File: src/rtl/csp_delay.sv
// ----------------------------------------------------------------------------
// csp_delay: enabled shift line
// Carries side data alongside the arithmetic stages, D beats deep.
// ----------------------------------------------------------------------------
module csp_delay #(
  parameter int unsigned W = 8,
  parameter int unsigned D = 4
) (
  input  logic         clk,
  input  logic         en,
  input  logic [W-1:0] d_i,
  output logic [W-1:0] q_o
);

  logic [W-1:0] tap_r [0:D-1];

  always_ff @(posedge clk) begin
    if (en) begin
      tap_r[0] <= d_i;
      for (int unsigned k = 1; k < D; k++) begin
        tap_r[k] <= tap_r[k-1];
      end
    end
  end

  assign q_o = tap_r[D-1];

endmodule

File: config.mk
export PLATFORM = sky130hd
export DESIGN_NAME = csp_delay
export DESIGN_NICKNAME = d
export VERILOG_FILES = /design/src/rtl/csp_delay.sv
export SDC_FILE = /design/constraint.sdc
export NUM_CORES = 1
export LEC_CHECK = 0
export CAP_MARGIN = 20
export CORE_MARGIN = 1
export CORE_UTILIZATION = 57
export DETAILED_ROUTE_END_ITERATION = 7
export DONT_BUFFER_PORTS = 1
export MAX_ROUTING_LAYER = met4
export PLACE_DENSITY = 0.72
export SLEW_MARGIN = 10
export SYNTH_ARGS = -nofsm -noshare
export SYNTH_HDL_FRONTEND = slang
export SYNTH_SLANG_ARGS = --single-unit
File: constraint.sdc
create_clock -name clk -period 0.9 [get_ports clk]
set_clock_uncertainty 0.1 [all_clocks]
set_input_delay 0.09 -clock clk [delete_from_list [all_inputs] [get_ports clk]]
set_output_delay 0.09 -clock clk [all_outputs]
set_load 0.02 [all_outputs]
==> results.py <==
metrics = {
    "layout": {
        "stdcell_count": 63,
        "top_register": "tap_r",
        "antennaDiodeCount": 0,
        "syn2layout_area_growth_pct": 15.1,
        "multi_input_gates": 0,
        "fillers": 99,
        "reg.largest.list": "tap_r x32",
        "fin_nets": 57,
        "drive_above_1_share": 0.106,
        "largest_register_ffs": 32,
        "multi_input_area_um2": 0,
    },
    "status": {
        "violations": "hold timing, setup timing",
        "status": "complete, but fails checks",
    },
    "timing": {
        "worst_slack_ns": -0.0718,
        "period_share": 1.08,
        "max_freq_mhz": 1030,
        "tightest_slew_ns": 0.198,
        "relSlewSlack": 0.868,
        "setup-violations-final": 8,
        "rsz0062_at_grt": "yes",
        "drv_slew": 0,
        "fin_crit_ns": 0.972,
        "hold_violations": 32,
        "whs_ns": -0.206,
    },
    "grt": {
        "grt_max_degree": 33,
        "grt_overflow": 0,
        "grt_use_total": 0.105,
        "grt_pass1_vias": 297,
        "antenna_found_initial": 0,
        "grt_pass1_wl_um": 1200,
    },
    "cts": {
        "cts.clk_slew.worst_paths_ns": 0.08,
        "cts_tree": "done",
        "root_buffer": "clkbuf_4",
        "clock_latency_ns": 0.30,
        "hold_buffers": 8,
        "cts.path.max_buffers": 2,
        "clkSinkCount": 32,
        "htree_levels": 2,
        "cts_buffers": 5,
    },
    "pwr": {
        "ir_worst_vdd_mv": 1.40,
        "leakage_nw": 0.373,
        "power.density_mw_per_mm2": 2250,
    },
    "floorplan": {
        "pin_count": 18,
        "fp-row-count": 14,
        "initial_core_util": 0.623,
        "die_width_um": 43.1,
        "fp.dieH_um": 43.1,
        "coreArea_mm2": 0.00154,
        "die-area_mm2": 0.00185,
    },
    "place": {
        "place_ws_ns": 0.166,
        "gp_congestion": 0.581,
        "dpl.cell_count": 48,
        "port-buffer-count": 0,
    },
    "detailed_routing": {
        "drt_first_pass_iters": 3,
        "wire_per_inst_um": 13.0,
        "via_per_inst": 5.30,
        "drc": 0,
        "drt-total-wl_um": 818,
        "first_iter_violations": 5,
        "ant_nets": 0,
        "vias": 334,
    },
    "worst_setup_path": {
        "end_kind": "primary output",
        "cp.arrival_ns": 0.78,
        "critPathKind": "reg -> out",
        "reg2regPathDepth": 0,
        "crit_cells": 0,
        "crit_path_start_kind": "register",
        "crit_fanout": 1,
        "crit_required_ns": 0.71,
    },
    "worst_hold_path": {
        "hold_depth": 0,
        "min_path_type": "in -> reg",
    },
    "yosys": {
        "avgSynthCellArea_um2": 30.0,
        "syn_nets": 42,
        "synth-seq-cells": 32,
        "synthesis.area_um2": 961,
        "yosysWarnings": 0,
        "synth_top_cell_by_area": "edfxtp_1",
        "syn_inst": 32,
        "seq_area_frac_synth": 1.00,
        "synth_area_leaders": "edfxtp_1 100%",
        "ys_types": 1,
        "netlist.area_leader.share": 1.00,
    },
    "job": {
        "maxCapViolCount": 0,
    },
}
==> cell usage in the layout, fill, tap and decap left out, drive strengths merged <==
cell type / instances
dlygate4sd3: 8
clkinv: 2
clkbuf: 5
edfxtp: 32
==> synthesized netlist by cell type <==
master    instances
edfxtp_1         32
==> metrics by stage <==
| step | cell area [um2] | setup TNS [ns] | power (mW) | hold WS (ns) | util |
|---|---|---|---|---|---|
| finish | 1110 | -0.554 | 2.49 | -0.206 | 0.718 |
| global route | 1110 | -0.852 | 2.57 | -0.226 | 0.718 |
| CTS | 1110 | -0.727 | 2.52 | -0.223 | 0.718 |
| detailed placement | 981 | 0 | 1.84 | 0.0889 | 0.636 |
| global placement | 981 | 0 | 1.83 | 0.0889 | 0.636 |
| floorplan | 961 | 0 | 1.83 | 0.0889 | - |
==> final cells by class <==
| cell class | instances | area [um2] | area share |
|---|---|---|---|
| clock inverter | 2 | 7.51 | 0.00679 |
| clock buffer | 5 | 37.5 | 0.0339 |
| timing repair buffer | 8 | 80.1 | 0.0724 |
| sequential | 32 | 961 | 0.869 |
| tap | 16 | 20.0 | 0.0181 |
==> worst paths after layout <==
kind / from / to / slack, ns
max: tap_r[3][2] / q_o[2] / -0.07
min: en / tap_r[0][0] / -0.21
max reg2reg: tap_r[0][2] / tap_r[1][2] / 0.17
min reg2reg: tap_r[0][6] / tap_r[1][6] / 0.32
==> routing by layer <==
metal / up-vias / wire, um / GRT usage
li1: 159 / - / -
met1: 151 / 369 / 0.118
met2: 22 / 381 / 0.139
met3: 2 / 63 / 0.0638
met4: 0 / 4 / 0.0727
met5: - / 0 / -
==> report_power, final <==
group,internal [mW],switching (mW)
Clock,0.272,0.383
Sequential,1.76,0.0488
Combinational,0.0228,0.00396
Total,2.05,0.435
==> logic make-up after synthesis <==
kind of cell / Yosys count / synth area share
flops: 32 / 1.00
==> what timing repair did <==
item / 4_1_cts / 5_1_grt
gates resized for setup: 0 / 0
endpoints found under the setup margin: 8 / 8
hold endpoints to repair: 40 / 32
gates cloned: 0 / 0
setup buffers: 0 / 0
(Power assumes the default switching activity.)
