--- src/rtl/csp_pkg.sv ---
// ----------------------------------------------------------------------------
// csp_pkg: shared types and constants of the cone support point unit
// Feature codes, register indexes and the pipeline geometry.
// ----------------------------------------------------------------------------
package csp_pkg;

  typedef logic [1:0] feat_t;

  localparam feat_t FEAT_ZERO   = 2'd0;
  localparam feat_t FEAT_APEX   = 2'd1;
  localparam feat_t FEAT_RIM    = 2'd2;
  localparam feat_t FEAT_CENTER = 2'd3;

  localparam logic [1:0] REG_BASE_RADIUS = 2'd0;
  localparam logic [1:0] REG_QUARTER_HT  = 2'd1;
  localparam logic [1:0] REG_SINE_HALF   = 2'd2;
  localparam logic [1:0] REG_EPSILON     = 2'd3;

  // Root width of the 64-bit square roots and quotient width of the dividers.
  localparam int unsigned ROOT_W = 32;
  localparam int unsigned QUO_W  = 31;

  // Stages ahead of the roots, then root, compare, divide and output stages.
  localparam int unsigned PIPE_LAT = 4 + ROOT_W + 2 + QUO_W + 1;

  typedef struct packed {
    logic        sx;
    logic        sz;
    logic [31:0] y;
    logic [31:0] ax;
    logic [31:0] az;
  } csp_front_t;

  typedef struct packed {
    logic        sx;
    logic        sz;
    feat_t       feat;
    logic [31:0] py;
  } csp_back_t;

endpackage

--- src/rtl/csp_div.sv ---
// ----------------------------------------------------------------------------
// csp_div: pipelined restoring divider
// Divides a 63-bit numerator by a 32-bit divisor, one quotient bit per stage.
// The quotient is known to fit in 31 bits.
// ----------------------------------------------------------------------------
module csp_div (
  input  logic        clk,
  input  logic        en,
  input  logic [62:0] num_i,
  input  logic [31:0] den_i,
  output logic [30:0] quo_o
);

  import csp_pkg::*;

  logic [31:0] rem_r [0:QUO_W];
  logic [30:0] low_r [0:QUO_W];
  logic [31:0] den_r [0:QUO_W];

  always_comb begin
    rem_r[0] = num_i[62:31];
    low_r[0] = num_i[30:0];
    den_r[0] = den_i;
  end

  for (genvar k = 0; k < QUO_W; k++) begin : g_stage
    logic [32:0] part;
    logic        take;

    always_comb begin
      part = {rem_r[k], low_r[k][QUO_W-1]};
      take = part >= {1'b0, den_r[k]};
    end

    // The low word shifts left and collects quotient bits at its bottom.
    always_ff @(posedge clk) begin
      if (en) begin
        rem_r[k+1] <= take ? 32'(part - {1'b0, den_r[k]}) : part[31:0];
        low_r[k+1] <= {low_r[k][QUO_W-2:0], take};
        den_r[k+1] <= den_r[k];
      end
    end
  end

  assign quo_o = low_r[QUO_W];

endmodule
--- config.mk ---
export PLATFORM = sky130hd
export DESIGN_NAME = csp_div
export DESIGN_NICKNAME = d
export VERILOG_FILES = /design/src/rtl/csp_pkg.sv /design/src/rtl/csp_div.sv
export SDC_FILE = /design/constraint.sdc
export NUM_CORES = 2
export LEC_CHECK = 0
export ABC_AREA = 0
export BUFFER_PORTS_ARGS = -buffer_cell sky130_fd_sc_hd__buf_2
export CAP_MARGIN = 20
export CORE_UTILIZATION = 40
export CTS_CLUSTER_SIZE = 24
export DETAILED_ROUTE_END_ITERATION = 10
export SYNTH_ARGS = -nofsm -noshare
export SYNTH_HDL_FRONTEND = slang
export SYNTH_SLANG_ARGS = --single-unit
--- constraint.sdc ---
create_clock -name clk -period 4.4 [get_ports clk]
set_input_delay 0.44 -clock clk [delete_from_list [all_inputs] [get_ports clk]]
set_output_delay 0.44 -clock clk [all_outputs]
set_load 0.05 [all_outputs]
==> results.md <==
- Run status: complete, no violations
- Startpoint of the worst hold path: num_i[27]
- Die extent in y: 612.6 um
- Worst vdd rail ir drop: 0.0003357 V
- Sum of overflow across all layers after global routing: 0
- Endpoint kind of the worst setup timing path: flip-flop
- Unrepaired setup endpoints after global routing: false
- GP Congestion: 0.9180
- Final Hold Fails: 0
- Post-synth cell types: 96
- Worst-case clock skew: 0.06753 ns
- Net count after synthesis: 13,460
- HPWL reported at the end of detailed placement: 247,600 um
- Leakage power total: 67.43 nW
- Number of antenna violations at the first check in global routing: 5
- Min-Delay Path Class: input port to flip-flop
- Syn Area/Cell: 12.09 sq um
- Arrival time at the worst endpoint: 5.03 ns
- Initial DRC Count: 6,397
- Clock latency of the later-clocked register in the worst-skew pair: 0.93 ns
- Layout cells sized above 1: 10.11%
- Number of cells produced by synthesis: 12,340
- IO Count: 128
- Share of the yosys chip area belonging to registers: 58.00%
- CTS Root Buffer Type: sky130_fd_sc_hd__clkbuf_16
- Peak clock frequency supported by timing: 235.8 MHz
- Setup tns final: 0 ns
- Max-slew violations: 0
- Antenna viol nets, final: 0
- Post-detailed-route DRC marker count: 0
- Max H-tree Level: 5
- Max transition margin: 35.30%
- Inserted Clock Buffers: 322
- Total power consumption of the routed design: 124.7 mW
- Final setup violating endpoints: 0
- Final period demand of the worst path: 4.242 ns
- Wire length of the first global-routing pass: 509,100 um
- TritonCTS clock tree: done
- Die ar.: 0.3753 sq mm
- Source of the critical timing path: den_r[642]
- Placed instance count: 17,300
- # port buffers: 127
- DR vias: 93,150
- Row count: 223
- Cell area after synthesis: 0.1492 sq mm
- Critical-path maximum fanout: 25
- Clock-pin slew reported for the worst setup and hold paths after clock tree synthesis: 0.06 ns
- Slew @ Worst Pin: 0.9704 ns
- Max-cap violations: 0
- Final routed wire length divided by cell count: 18.39 um
- Total iterations of the first detailed-routing run: 6
- CTS Sinks: 2,881
- Worst Setup Start Kind: flip-flop
- WL final: 330,600 um
- Via count of the first global-routing pass: 91,330
- Die X-Extent: 612.6 um
- Leading register cell type out of synthesis: sky130_fd_sc_hd__edfxtp_1
- Final net count: 13,890
- Synthesis-to-finish area growth: 12.87%
- Number of warning messages in the yosys log: 0
- Overall routing resource usage: 17.14%
- Startpoint-to-endpoint class of the critical path: flip-flop to flip-flop
- Launch instance of the worst register-to-register path: den_r[642]
- CP Data Required Time: 5.19 ns
- Async SR Flop Fraction: 0%
- EDFF count, synth: 2,881
- Effective utilization at floorplan: 40.31%
- Number of non-filler instances in the completed layout: 17,980
- Final worst path period share: 96.40%
- Core box area: 0.3700 sq mm
- Vias per inst: 5.181
- Total power divided by cell area: 740.5 mW/mm^2
- Pin count of the biggest net entering global routing: 164
- Maximum clock insertion buffer count: 4
- Number of register bits inferred by synthesis: 2,881
## per-stage QoR
stage	area (sq um)	hold WS (ns)	utilization [%]	setup WS (ns)
3_3_place_gp	156800	0.4001	42.37	0.02335
2_1_floorplan	149200	0.4003	-	0.9293
3_5_place_dp	156800	0.4045	42.37	0.1061
4_1_cts	168300	0.1276	45.48	0.04719
6_report	168300	0.2246	45.50	0.1582
5_1_grt	168300	0.1652	45.50	0.03114
## metal layers
metal | global-route usage, % | part of all wire, % | vias to the layer above
li1 | - | - | 46260
met1 | 21.12 | 43 | 44380
met2 | 30.41 | 49 | 1876
met3 | 2.047 | 3.9 | 634
met4 | 6.931 | 4.2 | 2
met5 | 0 | 0.0039 | -
## critical path, cell delays in order (launching register included)
cell	delay (ns)
sky130_fd_sc_hd__edfxtp_1	0.62
sky130_fd_sc_hd__inv_1	0.10
sky130_fd_sc_hd__ha_1	0.38
sky130_fd_sc_hd__o21a_1	0.20
sky130_fd_sc_hd__o31a_1	0.13
sky130_fd_sc_hd__a31oi_1	0.19
sky130_fd_sc_hd__a21oi_1	0.10
sky130_fd_sc_hd__o31ai_1	0.41
sky130_fd_sc_hd__a31oi_1	0.28
sky130_fd_sc_hd__a311o_1	0.50
sky130_fd_sc_hd__a31oi_1	0.31
sky130_fd_sc_hd__o21ai_4	0.09
sky130_fd_sc_hd__buf_4	0.22
sky130_fd_sc_hd__a21oi_1	0.33
sky130_fd_sc_hd__buf_4	0.21
## power by group
part / internal (mW) / switching [mW]
clock: 15.6 / 11.3
combinational: 24.1 / 29.6
sequential: 39.8 / 4.26
total: 79.5 / 45.1
## cell usage in the layout (no fill, tap or decap), types with 56 or more instances in the layout
| master | instances |
|---|---|
| sky130_fd_sc_hd__a211oi_1 | 73 |
| sky130_fd_sc_hd__a21o_1 | 530 |
| sky130_fd_sc_hd__a21oi_1 | 882 |
| sky130_fd_sc_hd__a31oi_1 | 104 |
| sky130_fd_sc_hd__and3_1 | 73 |
| sky130_fd_sc_hd__buf_2 | 126 |
| sky130_fd_sc_hd__buf_4 | 151 |
| sky130_fd_sc_hd__clkbuf_16 | 325 |
| sky130_fd_sc_hd__clkinv_1 | 68 |
| sky130_fd_sc_hd__clkinv_2 | 56 |
| sky130_fd_sc_hd__dlygate4sd3_1 | 95 |
| sky130_fd_sc_hd__edfxtp_1 | 2881 |
| sky130_fd_sc_hd__ha_1 | 992 |
| sky130_fd_sc_hd__inv_1 | 1225 |
| sky130_fd_sc_hd__mux2_2 | 391 |
| sky130_fd_sc_hd__nand2_1 | 905 |
| sky130_fd_sc_hd__nand2b_1 | 130 |
| sky130_fd_sc_hd__nand3_1 | 167 |
| sky130_fd_sc_hd__nand4_1 | 175 |
| sky130_fd_sc_hd__nor2_1 | 554 |
| sky130_fd_sc_hd__nor2b_1 | 164 |
| sky130_fd_sc_hd__nor3_1 | 128 |
| sky130_fd_sc_hd__o21a_1 | 125 |
| sky130_fd_sc_hd__o21ai_0 | 840 |
| sky130_fd_sc_hd__o21bai_1 | 108 |
| sky130_fd_sc_hd__o31ai_1 | 70 |
| sky130_fd_sc_hd__xnor2_1 | 464 |
| sky130_fd_sc_hd__xor2_1 | 345 |
## kinds of logic (layout without fill, tap and decap cells)
family                   Yosys count  in the layout  synth area share, %
AO/OA/AOI/OAI                   3130           3130                13.12
flip-flops                      2881           2881                58.00
AND/OR/NAND/NOR                 2509           2509                7.931
buffers and inverters           1533           2221                4.001
adder cells (fa/ha/maj)         1022           1022                8.724
XOR/XNOR                         809            809                4.751
multiplexers                     455            455                3.469
other                              0              3                    0
## sequential cells by signal, indices dropped and copies added, names as in the netlist
signal        cells
den_r           960
g_stage.part    990
low_r           900
quo_o            31
## final cells by class
type / instances / area (sq um)
sequential: 2881 / 86510
fill: 33710 / 201600
clock buffer: 367 / 8290
clock inverter: 213 / 2263
timing repair buffer: 414 / 3556
tap: 4950 / 6193
multi-input combinational: 7925 / 56920
antenna: 3 / 7.507
inverter: 1227 / 4608
## cells in the mapped netlist, types with 18 or more instances
master | n | share of area, %
sky130_fd_sc_hd__nor4_1 | 33 | 0.14
sky130_fd_sc_hd__o211ai_1 | 36 | 0.18
sky130_fd_sc_hd__and3_1 | 73 | 0.31
sky130_fd_sc_hd__fa_1 | 30 | 0.40
sky130_fd_sc_hd__a41oi_1 | 24 | 0.14
sky130_fd_sc_hd__o21ai_0 | 840 | 2.8
sky130_fd_sc_hd__mux2i_1 | 38 | 0.26
sky130_fd_sc_hd__o21bai_1 | 108 | 0.54
sky130_fd_sc_hd__a221oi_1 | 22 | 0.13
sky130_fd_sc_hd__a211o_1 | 19 | 0.11
sky130_fd_sc_hd__xor2_1 | 345 | 2.0
sky130_fd_sc_hd__clkbuf_1 | 210 | 0.53
sky130_fd_sc_hd__inv_1 | 1225 | 3.1
sky130_fd_sc_hd__a31o_2 | 20 | 0.12
sky130_fd_sc_hd__nor2b_1 | 164 | 0.69
sky130_fd_sc_hd__a21boi_0 | 31 | 0.16
sky130_fd_sc_hd__o21ai_1 | 18 | 0.060
sky130_fd_sc_hd__a21oi_1 | 887 | 3.0
sky130_fd_sc_hd__xnor2_1 | 464 | 2.7
sky130_fd_sc_hd__and2_1 | 43 | 0.18
sky130_fd_sc_hd__o31ai_1 | 71 | 0.36
sky130_fd_sc_hd__mux2_2 | 391 | 3.0
sky130_fd_sc_hd__ha_1 | 992 | 8.3
sky130_fd_sc_hd__nor2_1 | 554 | 1.4
sky130_fd_sc_hd__a21o_1 | 530 | 2.7
sky130_fd_sc_hd__nand3_1 | 167 | 0.56
sky130_fd_sc_hd__a31oi_1 | 106 | 0.44
sky130_fd_sc_hd__nand4_1 | 175 | 0.73
sky130_fd_sc_hd__o21a_1 | 125 | 0.63
sky130_fd_sc_hd__a2111oi_0 | 18 | 0.11
sky130_fd_sc_hd__nand2_1 | 905 | 2.3
sky130_fd_sc_hd__a211oi_1 | 74 | 0.37
sky130_fd_sc_hd__o31a_1 | 33 | 0.19
sky130_fd_sc_hd__nor3_1 | 129 | 0.43
sky130_fd_sc_hd__buf_2 | 48 | 0.16
sky130_fd_sc_hd__buf_4 | 35 | 0.18
sky130_fd_sc_hd__or3_1 | 38 | 0.16
sky130_fd_sc_hd__or2_2 | 28 | 0.12
sky130_fd_sc_hd__mux2_4 | 26 | 0.26
sky130_fd_sc_hd__nand2b_1 | 130 | 0.55
sky130_fd_sc_hd__edfxtp_1 | 2881 | 58
## worst paths after layout
check	to	slack, ns	cells past startpoint
worst max-delay path	g_stage[12].part[2]	0.16	14
worst min-delay path	low_r[958]	0.22	2
worst max register to register	g_stage[12].part[2]	0.16	14
worst min register to register	low_r[556]	0.38	0
## repair_timing
action	4_1_cts	5_1_grt
gates resized for setup	0	6
setup buffers	0	4
endpoints found under the setup margin	0	69
hold buffers	95	0
endpoints found under the hold margin	110	0
Power figures use the tool's default switching activity.
